$ cat src/hdl/tdl_pkg.sv
// ----------------------------------------------------------------------------
// tdl_pkg
// Shared types, token tags and character tables of the token lexer.
// ----------------------------------------------------------------------------
package tdl_pkg;

    localparam int DEF_POSITION_BITS = 32;
    localparam int DEF_LENGTH_BITS   = 16;
    localparam int KEYWORD_BYTES     = 8;
    localparam int KW_IDX_W          = $clog2(KEYWORD_BYTES);
    localparam int CHARS_W           = 8 * KEYWORD_BYTES;
    localparam int QUEUE_DEPTH       = 4;
    localparam int TAG_W             = 6;
    localparam int OFFSET_W          = 32;
    localparam int LEN_W             = 16;

    typedef logic [TAG_W-1:0] tag_t;

    localparam tag_t TAG_ASSIGN    = 6'd0;
    localparam tag_t TAG_COMMA     = 6'd1;
    localparam tag_t TAG_DOT       = 6'd2;
    localparam tag_t TAG_COLON     = 6'd3;
    localparam tag_t TAG_SEMICOLON = 6'd4;
    localparam tag_t TAG_LBRACE    = 6'd5;
    localparam tag_t TAG_RBRACE    = 6'd6;
    localparam tag_t TAG_LBRACKET  = 6'd7;
    localparam tag_t TAG_RBRACKET  = 6'd8;
    localparam tag_t TAG_LPAREN    = 6'd9;
    localparam tag_t TAG_RPAREN    = 6'd10;
    localparam tag_t TAG_ADD       = 6'd11;
    localparam tag_t TAG_SUB       = 6'd12;
    localparam tag_t TAG_MUL       = 6'd13;
    localparam tag_t TAG_DIV       = 6'd14;
    localparam tag_t TAG_NEG       = 6'd15;
    localparam tag_t TAG_EQ        = 6'd16;
    localparam tag_t TAG_NE        = 6'd17;
    localparam tag_t TAG_GE        = 6'd18;
    localparam tag_t TAG_GT        = 6'd19;
    localparam tag_t TAG_LE        = 6'd20;
    localparam tag_t TAG_LT        = 6'd21;
    localparam tag_t TAG_AND       = 6'd22;
    localparam tag_t TAG_CASE      = 6'd23;
    localparam tag_t TAG_DO        = 6'd24;
    localparam tag_t TAG_ELIF      = 6'd25;
    localparam tag_t TAG_ELSE      = 6'd26;
    localparam tag_t TAG_END       = 6'd27;
    localparam tag_t TAG_FOR       = 6'd28;
    localparam tag_t TAG_FUNCTION  = 6'd29;
    localparam tag_t TAG_IF        = 6'd30;
    localparam tag_t TAG_LET       = 6'd31;
    localparam tag_t TAG_OR        = 6'd32;
    localparam tag_t TAG_THEN      = 6'd33;
    localparam tag_t TAG_WHILE     = 6'd34;
    localparam tag_t TAG_ID        = 6'd35;
    localparam tag_t TAG_NUM       = 6'd36;
    localparam tag_t TAG_EOF       = 6'd37;
    localparam tag_t TAG_ILLEGAL   = 6'd38;

    typedef enum logic [3:0] {
        CL_OTHER,
        CL_ALPHA,
        CL_DIGIT,
        CL_HASH,
        CL_MINUS,
        CL_NL,
        CL_NUL,
        CL_OP,
        CL_PUNCT,
        CL_BLANK
    } class_t;

    typedef struct packed {
        logic [7:0] data;
        class_t     cls;
    } item_t;

    typedef struct packed {
        tag_t                tag;
        logic [OFFSET_W-1:0] offset;
        logic [LEN_W-1:0]    len;
        logic                last;
    } token_t;

    function automatic class_t classify(input logic [7:0] b);
        class_t c;
        if (b == 8'h00)
            c = CL_NUL;
        else if (b == 8'h0A)
            c = CL_NL;
        else if (b == 8'h09 || b == " ")
            c = CL_BLANK;
        else if (b == "#")
            c = CL_HASH;
        else if (b == "-")
            c = CL_MINUS;
        else if (b inside {["0":"9"]})
            c = CL_DIGIT;
        else if (b inside {["a":"z"], ["A":"Z"], "_"})
            c = CL_ALPHA;
        else if (b inside {"!", "$", "%", "&", "*", "+", "/", "<", "=", ">",
                           "?", "@", "^", "|", "~"})
            c = CL_OP;
        else if (b inside {"(", ")", ",", ".", ":", ";", "[", "]", "{", "}"})
            c = CL_PUNCT;
        else
            c = CL_OTHER;
        return c;
    endfunction

    function automatic tag_t punct_tag(input logic [7:0] b);
        tag_t t;
        case (b)
            ",":     t = TAG_COMMA;
            ".":     t = TAG_DOT;
            ":":     t = TAG_COLON;
            ";":     t = TAG_SEMICOLON;
            "{":     t = TAG_LBRACE;
            "}":     t = TAG_RBRACE;
            "[":     t = TAG_LBRACKET;
            "]":     t = TAG_RBRACKET;
            "(":     t = TAG_LPAREN;
            ")":     t = TAG_RPAREN;
            default: t = TAG_ILLEGAL;
        endcase
        return t;
    endfunction

    // one/two: span length is exactly one or two bytes
    function automatic tag_t op_tag(input logic [7:0] c0, input logic [7:0] c1,
                                    input logic one, input logic two);
        tag_t t;
        t = TAG_ILLEGAL;
        if (one)
        begin
            case (c0)
                "=":     t = TAG_ASSIGN;
                "+":     t = TAG_ADD;
                "-":     t = TAG_SUB;
                "*":     t = TAG_MUL;
                "~":     t = TAG_NEG;
                "/":     t = TAG_DIV;
                "<":     t = TAG_LT;
                ">":     t = TAG_GT;
                default: t = TAG_ILLEGAL;
            endcase
        end
        else if (two && c1 == "=")
        begin
            case (c0)
                "=":     t = TAG_EQ;
                "!":     t = TAG_NE;
                "<":     t = TAG_LE;
                ">":     t = TAG_GE;
                default: t = TAG_ILLEGAL;
            endcase
        end
        return t;
    endfunction

    // chars holds the first byte of the identifier in its top byte
    function automatic tag_t ident_tag(input logic [CHARS_W-1:0] chars,
                                       input logic [3:0] len);
        tag_t t;
        t = TAG_ID;
        case (len)
            4'd2:
            begin
                if (chars[CHARS_W-1 -: 16] == "do")
                    t = TAG_DO;
                else if (chars[CHARS_W-1 -: 16] == "if")
                    t = TAG_IF;
                else if (chars[CHARS_W-1 -: 16] == "or")
                    t = TAG_OR;
            end
            4'd3:
            begin
                if (chars[CHARS_W-1 -: 24] == "and")
                    t = TAG_AND;
                else if (chars[CHARS_W-1 -: 24] == "end")
                    t = TAG_END;
                else if (chars[CHARS_W-1 -: 24] == "for")
                    t = TAG_FOR;
                else if (chars[CHARS_W-1 -: 24] == "let")
                    t = TAG_LET;
            end
            4'd4:
            begin
                if (chars[CHARS_W-1 -: 32] == "case")
                    t = TAG_CASE;
                else if (chars[CHARS_W-1 -: 32] == "elif")
                    t = TAG_ELIF;
                else if (chars[CHARS_W-1 -: 32] == "else")
                    t = TAG_ELSE;
                else if (chars[CHARS_W-1 -: 32] == "then")
                    t = TAG_THEN;
            end
            4'd5:
            begin
                if (chars[CHARS_W-1 -: 40] == "while")
                    t = TAG_WHILE;
            end
            4'd8:
            begin
                if (chars[CHARS_W-1 -: 64] == "function")
                    t = TAG_FUNCTION;
            end
            default: t = TAG_ID;
        endcase
        return t;
    endfunction

endpackage

$ cat src/hdl/tdl_front.sv
// ----------------------------------------------------------------------------
// tdl_front
// Input stage: accepts source bytes and registers each with its class.
// ----------------------------------------------------------------------------
module tdl_front (
    input  logic           clk,
    input  logic           rst_n,
    input  logic           in_valid,
    output logic           in_ready,
    input  logic [7:0]     in_byte,
    output logic           out_valid,
    input  logic           out_ready,
    output tdl_pkg::item_t out_item
);
    import tdl_pkg::*;

    logic  valid_reg;
    logic  valid_next;
    item_t item_reg;
    logic  take;

    assign in_ready  = !valid_reg || out_ready;
    assign take      = in_valid && in_ready;
    assign out_valid = valid_reg;
    assign out_item  = item_reg;

    always_comb
    begin
        valid_next = valid_reg;
        if (take)
            valid_next = 1'b1;
        else if (out_ready)
            valid_next = 1'b0;
    end

    always_ff @(posedge clk or negedge rst_n)
    begin
        if (!rst_n)
            valid_reg <= 1'b0;
        else
            valid_reg <= valid_next;
    end

    always_ff @(posedge clk)
    begin
        if (take)
        begin
            item_reg.data <= in_byte;
            item_reg.cls  <= classify(in_byte);
        end
    end

endmodule

$ cat src/hdl/tdl_queue.sv
// ----------------------------------------------------------------------------
// tdl_queue
// Short FIFO of classified bytes between the input stage and the lexer core.
// ----------------------------------------------------------------------------
module tdl_queue (
    input  logic           clk,
    input  logic           rst_n,
    input  logic           push_valid,
    output logic           push_ready,
    input  tdl_pkg::item_t push_item,
    output logic           pop_valid,
    input  logic           pop_ready,
    output tdl_pkg::item_t pop_item
);
    import tdl_pkg::*;

    localparam int PTR_W = $clog2(QUEUE_DEPTH);
    localparam int CNT_W = $clog2(QUEUE_DEPTH + 1);

    item_t            slots [QUEUE_DEPTH];
    logic [PTR_W-1:0] wr_ptr_reg;
    logic [PTR_W-1:0] wr_ptr_next;
    logic [PTR_W-1:0] rd_ptr_reg;
    logic [PTR_W-1:0] rd_ptr_next;
    logic [CNT_W-1:0] count_reg;
    logic [CNT_W-1:0] count_next;
    logic             push;
    logic             pop;

    assign push_ready = count_reg != CNT_W'(QUEUE_DEPTH);
    assign pop_valid  = count_reg != '0;
    assign pop_item   = slots[rd_ptr_reg];
    assign push       = push_valid && push_ready;
    assign pop        = pop_valid && pop_ready;

    always_comb
    begin
        wr_ptr_next = push ? wr_ptr_reg + PTR_W'(1) : wr_ptr_reg;
        rd_ptr_next = pop ? rd_ptr_reg + PTR_W'(1) : rd_ptr_reg;
        count_next  = count_reg;
        if (push && !pop)
            count_next = count_reg + CNT_W'(1);
        else if (pop && !push)
            count_next = count_reg - CNT_W'(1);
    end

    always_ff @(posedge clk or negedge rst_n)
    begin
        if (!rst_n)
        begin
            wr_ptr_reg <= '0;
            rd_ptr_reg <= '0;
            count_reg  <= '0;
        end
        else
        begin
            wr_ptr_reg <= wr_ptr_next;
            rd_ptr_reg <= rd_ptr_next;
            count_reg  <= count_next;
        end
    end

    always_ff @(posedge clk)
    begin
        if (push)
            slots[wr_ptr_reg] <= push_item;
    end

endmodule

$ cat src/hdl/tdl_back.sv
// ----------------------------------------------------------------------------
// tdl_back
// Lexer core: steps the mode machine one byte at a time and emits tokens
// through an output register plus one holding slot for a second token.
// ----------------------------------------------------------------------------
module tdl_back #(
    parameter int POSITION_BITS = tdl_pkg::DEF_POSITION_BITS,
    parameter int LENGTH_BITS   = tdl_pkg::DEF_LENGTH_BITS
) (
    input  logic            clk,
    input  logic            rst_n,
    input  logic            in_valid,
    output logic            in_ready,
    input  tdl_pkg::item_t  in_item,
    output logic            out_valid,
    input  logic            out_ready,
    output tdl_pkg::token_t out_token
);
    import tdl_pkg::*;

    localparam logic [LENGTH_BITS-1:0] LEN_MAX  = '1;
    localparam logic [LENGTH_BITS-1:0] KW_LIMIT = LENGTH_BITS'(KEYWORD_BYTES);

    typedef enum logic [2:0] {
        M_START,
        M_IDENT,
        M_MINUS,
        M_NUMBER,
        M_OPSPAN,
        M_COMMENT
    } mode_t;

    mode_t                    mode_reg;
    mode_t                    mode_next;
    logic [POSITION_BITS-1:0] pos_reg;
    logic [POSITION_BITS-1:0] pos_next;
    logic [POSITION_BITS-1:0] begin_reg;
    logic [POSITION_BITS-1:0] begin_next;
    logic [LENGTH_BITS-1:0]   count_reg;
    logic [LENGTH_BITS-1:0]   count_next;
    logic                     out_v_reg;
    logic                     out_v_next;
    token_t                   out_reg;
    token_t                   out_next;
    logic                     pend_v_reg;
    logic                     pend_v_next;
    token_t                   pend_reg;
    token_t                   pend_next;

    logic [7:0]               lead_mem [KEYWORD_BYTES];
    logic                     lead_we;
    logic [KW_IDX_W-1:0]      lead_idx;
    logic [CHARS_W-1:0]       chars;
    logic [3:0]               kw_len;

    logic                     take;
    logic                     keep;
    mode_t                    keep_mode;
    logic                     span_mode;
    logic                     run_start;
    tag_t                     span_tag;
    logic                     fl_v;
    token_t                   fl_tok;
    logic                     st_v;
    token_t                   st_tok;
    logic                     tok0_v;
    token_t                   tok0;
    logic                     tok1_v;
    token_t                   tok1;
    logic [POSITION_BITS-1:0] pos_inc;

    assign in_ready  = !pend_v_reg && (!out_v_reg || out_ready);
    assign take      = in_valid && in_ready;
    assign out_valid = out_v_reg;
    assign out_token = out_reg;
    assign pos_inc   = pos_reg + POSITION_BITS'(1);

    // pack leading bytes with the first one on top for keyword compare
    always_comb
    begin
        for (int i = 0; i < KEYWORD_BYTES; i++)
            chars[CHARS_W-1-8*i -: 8] = lead_mem[i];
        kw_len = (count_reg <= KW_LIMIT) ? 4'(count_reg) : 4'd0;
    end

    // classify the pending span against this byte
    always_comb
    begin
        keep      = 1'b0;
        keep_mode = M_START;
        span_mode = 1'b1;
        span_tag  = TAG_ILLEGAL;
        case (mode_reg)
            M_IDENT:
            begin
                keep      = in_item.cls == CL_ALPHA || in_item.cls == CL_DIGIT;
                keep_mode = M_IDENT;
                span_tag  = ident_tag(chars, kw_len);
            end
            M_MINUS:
            begin
                if (in_item.cls == CL_DIGIT)
                begin
                    keep      = 1'b1;
                    keep_mode = M_NUMBER;
                end
                else if (in_item.cls == CL_MINUS || in_item.cls == CL_OP)
                begin
                    keep      = 1'b1;
                    keep_mode = M_OPSPAN;
                end
                span_tag = op_tag(lead_mem[0], lead_mem[1],
                                  count_reg == LENGTH_BITS'(1),
                                  count_reg == LENGTH_BITS'(2));
            end
            M_NUMBER:
            begin
                keep      = in_item.cls == CL_DIGIT;
                keep_mode = M_NUMBER;
                span_tag  = TAG_NUM;
            end
            M_OPSPAN:
            begin
                keep      = in_item.cls == CL_MINUS || in_item.cls == CL_OP;
                keep_mode = M_OPSPAN;
                span_tag  = op_tag(lead_mem[0], lead_mem[1],
                                   count_reg == LENGTH_BITS'(1),
                                   count_reg == LENGTH_BITS'(2));
            end
            default:
                span_mode = 1'b0;
        endcase
    end

    // lexer step
    always_comb
    begin
        mode_next  = mode_reg;
        pos_next   = pos_reg;
        begin_next = begin_reg;
        count_next = count_reg;
        lead_we    = 1'b0;
        lead_idx   = count_reg[KW_IDX_W-1:0];
        run_start  = 1'b0;
        fl_v       = 1'b0;
        fl_tok     = '{tag: span_tag, offset: OFFSET_W'(begin_reg),
                       len: LEN_W'(count_reg), last: 1'b0};
        st_v       = 1'b0;
        st_tok     = '{tag: TAG_ILLEGAL, offset: OFFSET_W'(pos_reg),
                       len: LEN_W'(1), last: 1'b1};

        if (span_mode)
        begin
            if (keep)
            begin
                lead_we   = count_reg < KW_LIMIT;
                if (count_reg != LEN_MAX)
                    count_next = count_reg + LENGTH_BITS'(1);
                mode_next = keep_mode;
                pos_next  = pos_inc;
            end
            else
            begin
                fl_v      = 1'b1;
                run_start = 1'b1;
            end
        end
        else if (mode_reg == M_COMMENT)
        begin
            if (in_item.cls == CL_NUL)
                run_start = 1'b1;
            else
            begin
                if (in_item.cls == CL_NL)
                    mode_next = M_START;
                pos_next = pos_inc;
            end
        end
        else
            run_start = 1'b1;

        // re-lex the byte from start mode
        if (run_start)
        begin
            mode_next = M_START;
            case (in_item.cls)
                CL_ALPHA, CL_DIGIT, CL_MINUS, CL_OP:
                begin
                    begin_next = pos_reg;
                    count_next = LENGTH_BITS'(1);
                    lead_we    = 1'b1;
                    lead_idx   = '0;
                    pos_next   = pos_inc;
                    case (in_item.cls)
                        CL_ALPHA: mode_next = M_IDENT;
                        CL_DIGIT: mode_next = M_NUMBER;
                        CL_MINUS: mode_next = M_MINUS;
                        default:  mode_next = M_OPSPAN;
                    endcase
                end
                CL_HASH:
                begin
                    mode_next = M_COMMENT;
                    pos_next  = pos_inc;
                end
                CL_NL, CL_BLANK:
                    pos_next = pos_inc;
                CL_NUL:
                begin
                    st_v       = 1'b1;
                    st_tok.tag = TAG_EOF;
                    st_tok.len = '0;
                    pos_next   = '0;
                    count_next = '0;
                end
                CL_PUNCT:
                begin
                    st_v       = 1'b1;
                    st_tok.tag = punct_tag(in_item.data);
                    pos_next   = pos_inc;
                end
                default:
                begin
                    st_v     = 1'b1;
                    pos_next = pos_inc;
                end
            endcase
        end

        tok0_v    = fl_v || st_v;
        tok0      = fl_v ? fl_tok : st_tok;
        tok0.last = !(fl_v && st_v);
        tok1_v    = fl_v && st_v;
        tok1      = st_tok;
    end

    // output register and second-token slot
    always_comb
    begin
        out_v_next  = out_v_reg;
        out_next    = out_reg;
        pend_v_next = pend_v_reg;
        pend_next   = pend_reg;
        if (take)
        begin
            out_v_next  = tok0_v;
            out_next    = tok0;
            pend_v_next = tok1_v;
            pend_next   = tok1;
        end
        else if (!out_v_reg || out_ready)
        begin
            out_v_next  = pend_v_reg;
            out_next    = pend_reg;
            pend_v_next = 1'b0;
        end
    end

    always_ff @(posedge clk or negedge rst_n)
    begin
        if (!rst_n)
        begin
            mode_reg   <= M_START;
            pos_reg    <= '0;
            begin_reg  <= '0;
            count_reg  <= '0;
            out_v_reg  <= 1'b0;
            out_reg    <= '0;
            pend_v_reg <= 1'b0;
            pend_reg   <= '0;
        end
        else
        begin
            if (take)
            begin
                mode_reg  <= mode_next;
                pos_reg   <= pos_next;
                begin_reg <= begin_next;
                count_reg <= count_next;
            end
            out_v_reg  <= out_v_next;
            out_reg    <= out_next;
            pend_v_reg <= pend_v_next;
            pend_reg   <= pend_next;
        end
    end

    always_ff @(posedge clk)
    begin
        if (take && lead_we)
            lead_mem[lead_idx] <= in_item.data;
    end

endmodule

$ cat src/hdl/table_driven_token_lexer_top.sv
// ----------------------------------------------------------------------------
// table_driven_token_lexer_top
// Byte-stream lexer: input stage, byte queue and lexer core with token output.
// ----------------------------------------------------------------------------
// Path: the byte that completes a token passes the input stage register and
//   the byte queue before the core registers the token; a second token from
//   the same byte waits in the holding slot and follows it.
// Throughput: one byte per cycle while tokens are taken; the core holds its
//   input while a second token waits, and the four-entry byte queue absorbs the gap.
// Reset: clears all queues, returns the lexer to start mode, position zero.
module table_driven_token_lexer_top #(
    parameter int POSITION_BITS = tdl_pkg::DEF_POSITION_BITS,
    parameter int LENGTH_BITS   = tdl_pkg::DEF_LENGTH_BITS
) (
    input  logic                          clk,
    input  logic                          rst_n,
    input  logic                          in_valid,
    output logic                          in_ready,
    input  logic [7:0]                    in_byte,
    output logic                          out_valid,
    input  logic                          out_ready,
    output logic [tdl_pkg::TAG_W-1:0]     token_tag,
    output logic [tdl_pkg::OFFSET_W-1:0]  token_offset,
    output logic [tdl_pkg::LEN_W-1:0]     token_len,
    output logic                          last_of_run
);
    import tdl_pkg::*;

    logic   fr_valid;
    logic   fr_ready;
    item_t  fr_item;
    logic   q_valid;
    logic   q_ready;
    item_t  q_item;
    token_t tok;

    tdl_front u_front (
        .clk       (clk),
        .rst_n     (rst_n),
        .in_valid  (in_valid),
        .in_ready  (in_ready),
        .in_byte   (in_byte),
        .out_valid (fr_valid),
        .out_ready (fr_ready),
        .out_item  (fr_item)
    );

    tdl_queue u_queue (
        .clk        (clk),
        .rst_n      (rst_n),
        .push_valid (fr_valid),
        .push_ready (fr_ready),
        .push_item  (fr_item),
        .pop_valid  (q_valid),
        .pop_ready  (q_ready),
        .pop_item   (q_item)
    );

    tdl_back #(
        .POSITION_BITS (POSITION_BITS),
        .LENGTH_BITS   (LENGTH_BITS)
    ) u_back (
        .clk       (clk),
        .rst_n     (rst_n),
        .in_valid  (q_valid),
        .in_ready  (q_ready),
        .in_item   (q_item),
        .out_valid (out_valid),
        .out_ready (out_ready),
        .out_token (tok)
    );

    assign token_tag    = tok.tag;
    assign token_offset = tok.offset;
    assign token_len    = tok.len;
    assign last_of_run  = tok.last;

    // end of input always reports zero length
    a_eof_len: assert property (@(posedge clk) disable iff (!rst_n)
        out_valid && token_tag == TAG_EOF |-> token_len == '0)
        else $error("EOF token with nonzero length");

    // tags never leave the defined range
    a_tag_range: assert property (@(posedge clk) disable iff (!rst_n)
        out_valid |-> token_tag <= TAG_ILLEGAL)
        else $error("token tag out of range");

    // keyword tags only come from spans of two to eight bytes
    a_kw_len: assert property (@(posedge clk) disable iff (!rst_n)
        out_valid && token_tag >= TAG_AND && token_tag <= TAG_WHILE
        |-> token_len >= LEN_W'(2) && token_len <= LEN_W'(KEYWORD_BYTES))
        else $error("keyword token with impossible length");

endmodule

$ cat config.mk
export PLATFORM = sky130hd
export DESIGN_NAME = table_driven_token_lexer_top
export DESIGN_NICKNAME = d
export VERILOG_FILES = /design/src/hdl/tdl_pkg.sv /design/src/hdl/tdl_front.sv /design/src/hdl/tdl_queue.sv /design/src/hdl/tdl_back.sv /design/src/hdl/table_driven_token_lexer_top.sv
export SDC_FILE = /design/constraint.sdc
export NUM_CORES = 1
export LEC_CHECK = 0
export BUFFER_PORTS_ARGS = -buffer_cell sky130_fd_sc_hd__buf_2
export CAP_MARGIN = 5
export CORE_MARGIN = 2
export CORE_UTILIZATION = 30
export DETAILED_ROUTE_END_ITERATION = 10
export GPL_ROUTABILITY_DRIVEN = 0
export PLACE_DENSITY = 0.51
export REMOVE_ABC_BUFFERS = 1
export SYNTH_ARGS = -nofsm -noshare
export SYNTH_HDL_FRONTEND = slang
export SYNTH_HIERARCHICAL = 1
export SYNTH_SLANG_ARGS = --single-unit
export TNS_END_PERCENT = 5
$ cat constraint.sdc
create_clock -name clk -period 3.8 [get_ports clk]
set_input_delay 0.76 -clock clk [delete_from_list [all_inputs] [get_ports clk]]
set_output_delay 0.76 -clock clk [all_outputs]
set_load 0.01 [all_outputs]
==> impl_metrics.toml, run 1 <==
[logic_synthesis]
ys_seq_elements = 311
synth.yosys.seq_area_share_pct = 55.9
avgSynthCellArea_sq_um = 11.3
yosys-top-cells-area = "dfrtp_1 31%, edfxtp_1 25%, mux2_2 4.3%, nand2_1 4.1%, mux2i_1 2.3%"
synth_edf_count = 124
yosysUniqueCellTypes = 100
syn_area_sq_mm = 0.0150
synth_cells = 1327
ys.flop_type = "dfrtp_1"
synth_top_area_share_pct = 31.1
synth_warnings = 6
synth_top_cell_by_area = "dfrtp_1"
synthArstFlopShare_pct = 60.1

[final_layout]
synthToLayoutAreaGrowth_pct = 15.7
regMostFlops = "u_back/lead_mem"
design_area_sq_mm = 0.0174
diodes = 0
layout.nets = 1413
largest_reg_flops = 64
fin_cells = 2090
drive_gt1_share_pct = 17.9

[critical_path]
startpoint_type = "register"
reg2reg_from = "u_queue/rd_ptr_reg[0]"
crit_type = "reg2reg"
critPathCaptureType = "register"
required_ns = 4.25
critPathMaxFanout = 20
crit_start = "u_queue/rd_ptr_reg[0]"
worstPathArrival_ns = 3.96

[clocking]
clk_latency_ns = 0.54
cts.clk_slew.worst_paths_ns = 0.06
postCtsSetupBuffers = 0
cts_made_buffers = 36
root_buffer = "clkbuf_16"
cts_resized = 0
clock-sinks = 311
h-tree-depth = 2
postCtsHoldBufs = 0
cts_tree = "done"
cts.path.max_buffers = 3

[floorplanning]
fp-row-count = 82
ios = 69
fp.dieArea_sq_mm = 0.0519
core_sq_mm = 0.0499
die_h_um = 228
fp.dieW_um = 228
initial_utilization_pct = 30.2

[route]
totalWireLength_um = 37600
antenna_left = 0
avgViaCountPerCell = 5.11
dr.pass1.iters = 7
drc = 0
dr.first_iter.drc_count = 759
dr_total_vias = 10700
post_drt_wl_per_cell_um = 18.0

[timing]
slew_headroom_pct = 38.8
worst_slack_ns = 0.288
holdWs_ns = 0.266
finalCritPeriodShare_pct = 92.4
maxSlewViolCount = 0
fin_worst_skew_ns = 0.0173
fin_crit_ns = 3.51
fmax_mhz = 285
rsz0062_at_grt = "no"
tightest_slew_ns = 0.917
hold_viol_final = 0
setup_viol = 0

[pwr]
p_int_mw = 7.75
powerDensity_mw_per_mm2 = 702
swShare_pct = 36.5
power_mw = 12.2
combPwrFrac_pct = 33.5
p_clk_share_pct = 29.0
p_seq_share_pct = 37.5
p_leak_nw = 7.14
vdd_drop_max_v = 0.000389
p_sw_mw = 4.46

[place]
hpwl_um = 25300
place_area_sq_mm = 0.0162
post-place-ws_ns = 0.312
dp.cells = 2024
io_buffer_count = 68

[global_routing]
grt_overflow = 0
grt_usage_pct = 14.4
grt_pass1_wl_um = 60500
grt_max_degree = 86
antenna_found_initial = 0
grt_pass1_vias = 10600

[status]
outcome = "completed"

[min_path]
min_path_type = "in2async"

[flow_run]
maxCapViolCount = 0
## metrics by stage
stage	setup TNS [ns]	utilization (%)
2_1_floorplan	-124.85	-
3_3_place_gp	0	32.5
3_5_place_dp	0	32.5
4_1_cts	0	34.9
5_1_grt	0	34.9
6_report	0	34.9
## kinds of logic after synthesis
kind of cell	after synthesis	synth area share, %
simple gates	509	18.3
compound gates	255	11.1
mux	110	8.94
xor+xnor	33	1.92
fa+ha+maj	11	0.965
buf+inv	98	2.90
flops	311	55.9
## power groups by stage
stage | clock network, mW | logic (mW) | registers [mW]
2_1_floorplan | 0 | 2.62 | 4.53
3_3_place_gp | 0 | 4.06 | 4.63
3_5_place_dp | 0 | 4.10 | 4.64
6_report | 3.54 | 4.09 | 4.57
4_1_cts | 3.65 | 4.11 | 4.58
5_1_grt | 3.79 | 4.50 | 4.64
## layout by cell type, fill, tap and decap left out, types with 27 or more instances in the layout
cell         n
dfrtp_1    187
mux2i_1     35
edfxtp_1   124
nand2_1    162
buf_2       67
clkbuf_16   37
o21ai_0     62
mux2_2      57
nor2_1      80
o21ai_1     42
nand3_1     43
nand4_1     27
buf_4       32
## routing by layer
metal  vias to the layer above  global-route usage (%)  share of wire [%]
li1                       5083                       -                  -
met1                      5282                    19.9                 47
met2                       249                    23.1                 46
met3                        57                    2.76                4.7
met4                         0                    3.90                2.0
met5                         -                       0                  0
## synthesized netlist by cell type, types with 13 or more instances
cell type	number
xnor2_1	18
edfxtp_1	124
clkbuf_1	50
nand2b_1	23
nor4_1	15
mux2_2	57
nor3_1	26
buf_2	14
a22o_1	19
or3_1	13
a31oi_1	21
o21ai_0	62
dfrtp_1	187
nor2_1	81
a21oi_1	26
inv_1	20
nand3_1	43
nand2_1	163
xor2_1	15
o21ai_1	42
nand4_1	27
mux2i_1	35
## path summary, 6_finish.rpt
path	end	slack, ns	cells past startpoint
worst min register to register	u_back/pend_reg[43]	0.46	2
max in group asynchronous	u_back/pend_reg[48]	2.66	2
worst min-delay path	u_back/count_reg[5]	0.27	1
worst max-delay path	u_back/out_token[51]	0.29	7
worst max register to register	u_back/out_token[51]	0.29	7
min in group clk	u_front/out_valid	0.45	2
## layout make-up
class                   instances  area, sq um
clock inverters                18          195
fillers                      4972        32500
repair buffers                103          649
clock buffers                  48         1020
multi-input cells             918         6220
flip-flops and latches        311         8400
inverters                      20         75.1
well taps                     672          841
## critical path, cell delays in order (launching register included)
cell	delay, ns
dfrtp_1	0.56
mux4_2	0.66
xnor2_1	0.41
a2111oi_0	0.17
or3_2	0.60
nor2_2	0.73
nor3_1	0.12
a211oi_2	0.19
Power figures use the tool's default switching activity.
==> run 2, diff against run 1 <==
--- a/config.mk
+++ b/config.mk
@@ -11,7 +11,7 @@
 export CORE_UTILIZATION = 30
 export DETAILED_ROUTE_END_ITERATION = 10
 export GPL_ROUTABILITY_DRIVEN = 0
-export PLACE_DENSITY = 0.51
+export PLACE_DENSITY = 0.45
 export REMOVE_ABC_BUFFERS = 1
 export SYNTH_ARGS = -nofsm -noshare
 export SYNTH_HDL_FRONTEND = slang
==> impl_metrics.toml, run 2 (synthesized netlist as in run 1, its figures left out) <==
[status]
outcome = "completed"

[route]
avgViaCountPerCell = 5.15
dr.pass1.iters = 5
antenna_left = 0
dr_total_vias = 10800
drc = 0
totalWireLength_um = 38600
dr.first_iter.drc_count = 640
post_drt_wl_per_cell_um = 18.5

[final_layout]
diodes = 0
largest_reg_flops = 64
layout_common_cells = "187 x dfrtp_1, 162 x nand2_1, 124 x edfxtp_1, 80 x nor2_1, 67 x buf_2"
drive_gt1_share_pct = 17.9
regMostFlops = "u_back/lead_mem"
final_core_util_pct = 35.0
synthToLayoutAreaGrowth_pct = 16.2
layout.nets = 1419
final_common_cell = "dfrtp_1"

[pwr]
vdd_drop_max_v = 0.000349
powerDensity_mw_per_mm2 = 710
power_mw = 12.4
p_leak_nw = 7.17

[clocking]
h-tree-depth = 2
clock-sinks = 311
cts.clk_slew.worst_paths_ns = 0.06
cts_resized = 0
root_buffer = "clkbuf_16"
cts_made_buffers = 38
cts.path.max_buffers = 3
postCtsSetupBuffers = 0
cts_tree = "done"
postCtsHoldBufs = 0
clk_latency_ns = 0.55

[critical_path]
reg2reg_from = "u_queue/rd_ptr_reg[0]"
rrSetupSlack_ns = 0.42
r2r-end = "u_back/out_token[19]"
required_ns = 4.22
reg2reg_depth = 8
startpoint_type = "register"
crit_type = "reg2reg"
critPathMaxFanout = 13
critPathCaptureType = "register"
worstPathArrival_ns = 3.80

[timing]
maxSlewViolCount = 0
fmax_mhz = 296
holdWs_ns = 0.247
tightest_slew_ns = 0.851
fin_worst_skew_ns = 0.0308
hold_viol_final = 0
slew_headroom_pct = 43.2
fin_crit_ns = 3.38
setup_viol = 0
finalCritPeriodShare_pct = 89.0
rsz0062_at_grt = "no"

[floorplanning]
fp-row-count = 82
ios = 69
fp.dieW_um = 228
core_sq_mm = 0.0499
initial_utilization_pct = 30.2
fp.dieArea_sq_mm = 0.0519
die_h_um = 228

[global_routing]
grt_max_degree = 76
grt_overflow = 0
grt_pass1_vias = 10900
grt_usage_pct = 15.0
grt_pass1_wl_um = 62700
antenna_found_initial = 1

[flow_run]
maxCapViolCount = 0

[min_path]
min_path_type = "in2async"

[place]
io_buffer_count = 68
hpwl_um = 26300
## run 2: per-layer routing
metal / vias up / global-route usage, % / wire (um)
li1: 5085 / - / -
met1: 5439 / 20.9 / 18300
met2: 191 / 23.6 / 17700
met3: 64 / 2.45 / 1490
met4: 0 / 5.84 / 1170
met5: - / 0 / 0
## run 2: metrics by stage
stage / setup TNS [ns] / instance area [sq um] / setup slack, ns / cells
2_1_floorplan: -124.85 / 14700 / -1.58 / 1249
3_3_place_gp: 0 / 16200 / 0.409 / 2028
3_5_place_dp: 0 / 16200 / 0.337 / 2028
4_1_cts: 0 / 17500 / 0.335 / 2094
5_1_grt: 0 / 17500 / 0.0544 / 2094
6_report: 0 / 17500 / 0.419 / 2094
## run 2: final cells by class
type	count	area [sq um]
repair buffers	107	692
fillers	5045	32400
inverters	20	75.1
well taps	672	841
clock buffers	57	1070
multi-input cells	918	6220
clock inverters	9	166
flip-flops and latches	311	8400
## run 2: how the worst max path moves through the flow
stage | cells past startpoint | slack [ns] | to | from
floorplan | 6 | -1.58 | u_back/out_token[49] | out_ready
finish | 8 | 0.42 | u_back/out_token[19] | u_queue/rd_ptr_reg[0]
global placement | 8 | 0.41 | u_back/out_token[43] | u_queue/rd_ptr_reg[0]
detailed placement | 8 | 0.34 | u_back/out_token[42] | u_queue/rd_ptr_reg[0]
CTS | 8 | 0.33 | u_back/out_token[19] | u_queue/rd_ptr_reg[0]
global route | 8 | 0.05 | u_back/out_token[19] | u_queue/rd_ptr_reg[0]
## run 2: power by group
part | internal, mW | leakage, nW | switching (mW) | total, mW
Sequential | 4.14 | 3.65 | 0.429 | 4.57
Combinational | 1.54 | 2.92 | 2.70 | 4.24
Clock | 2.22 | 0.600 | 1.38 | 3.61
Total | 7.90 | 7.17 | 4.51 | 12.4
## run 2: critical path, cell delays in order, from the launching register on
cell and delay, ns:
dfrtp_1 0.54, mux4_2 0.66, nand2b_1 0.31, a2111oi_1 0.50
or3_2 0.44, buf_12 0.21, mux2i_1 0.21, o21ai_1 0.08
mux2_2 0.29
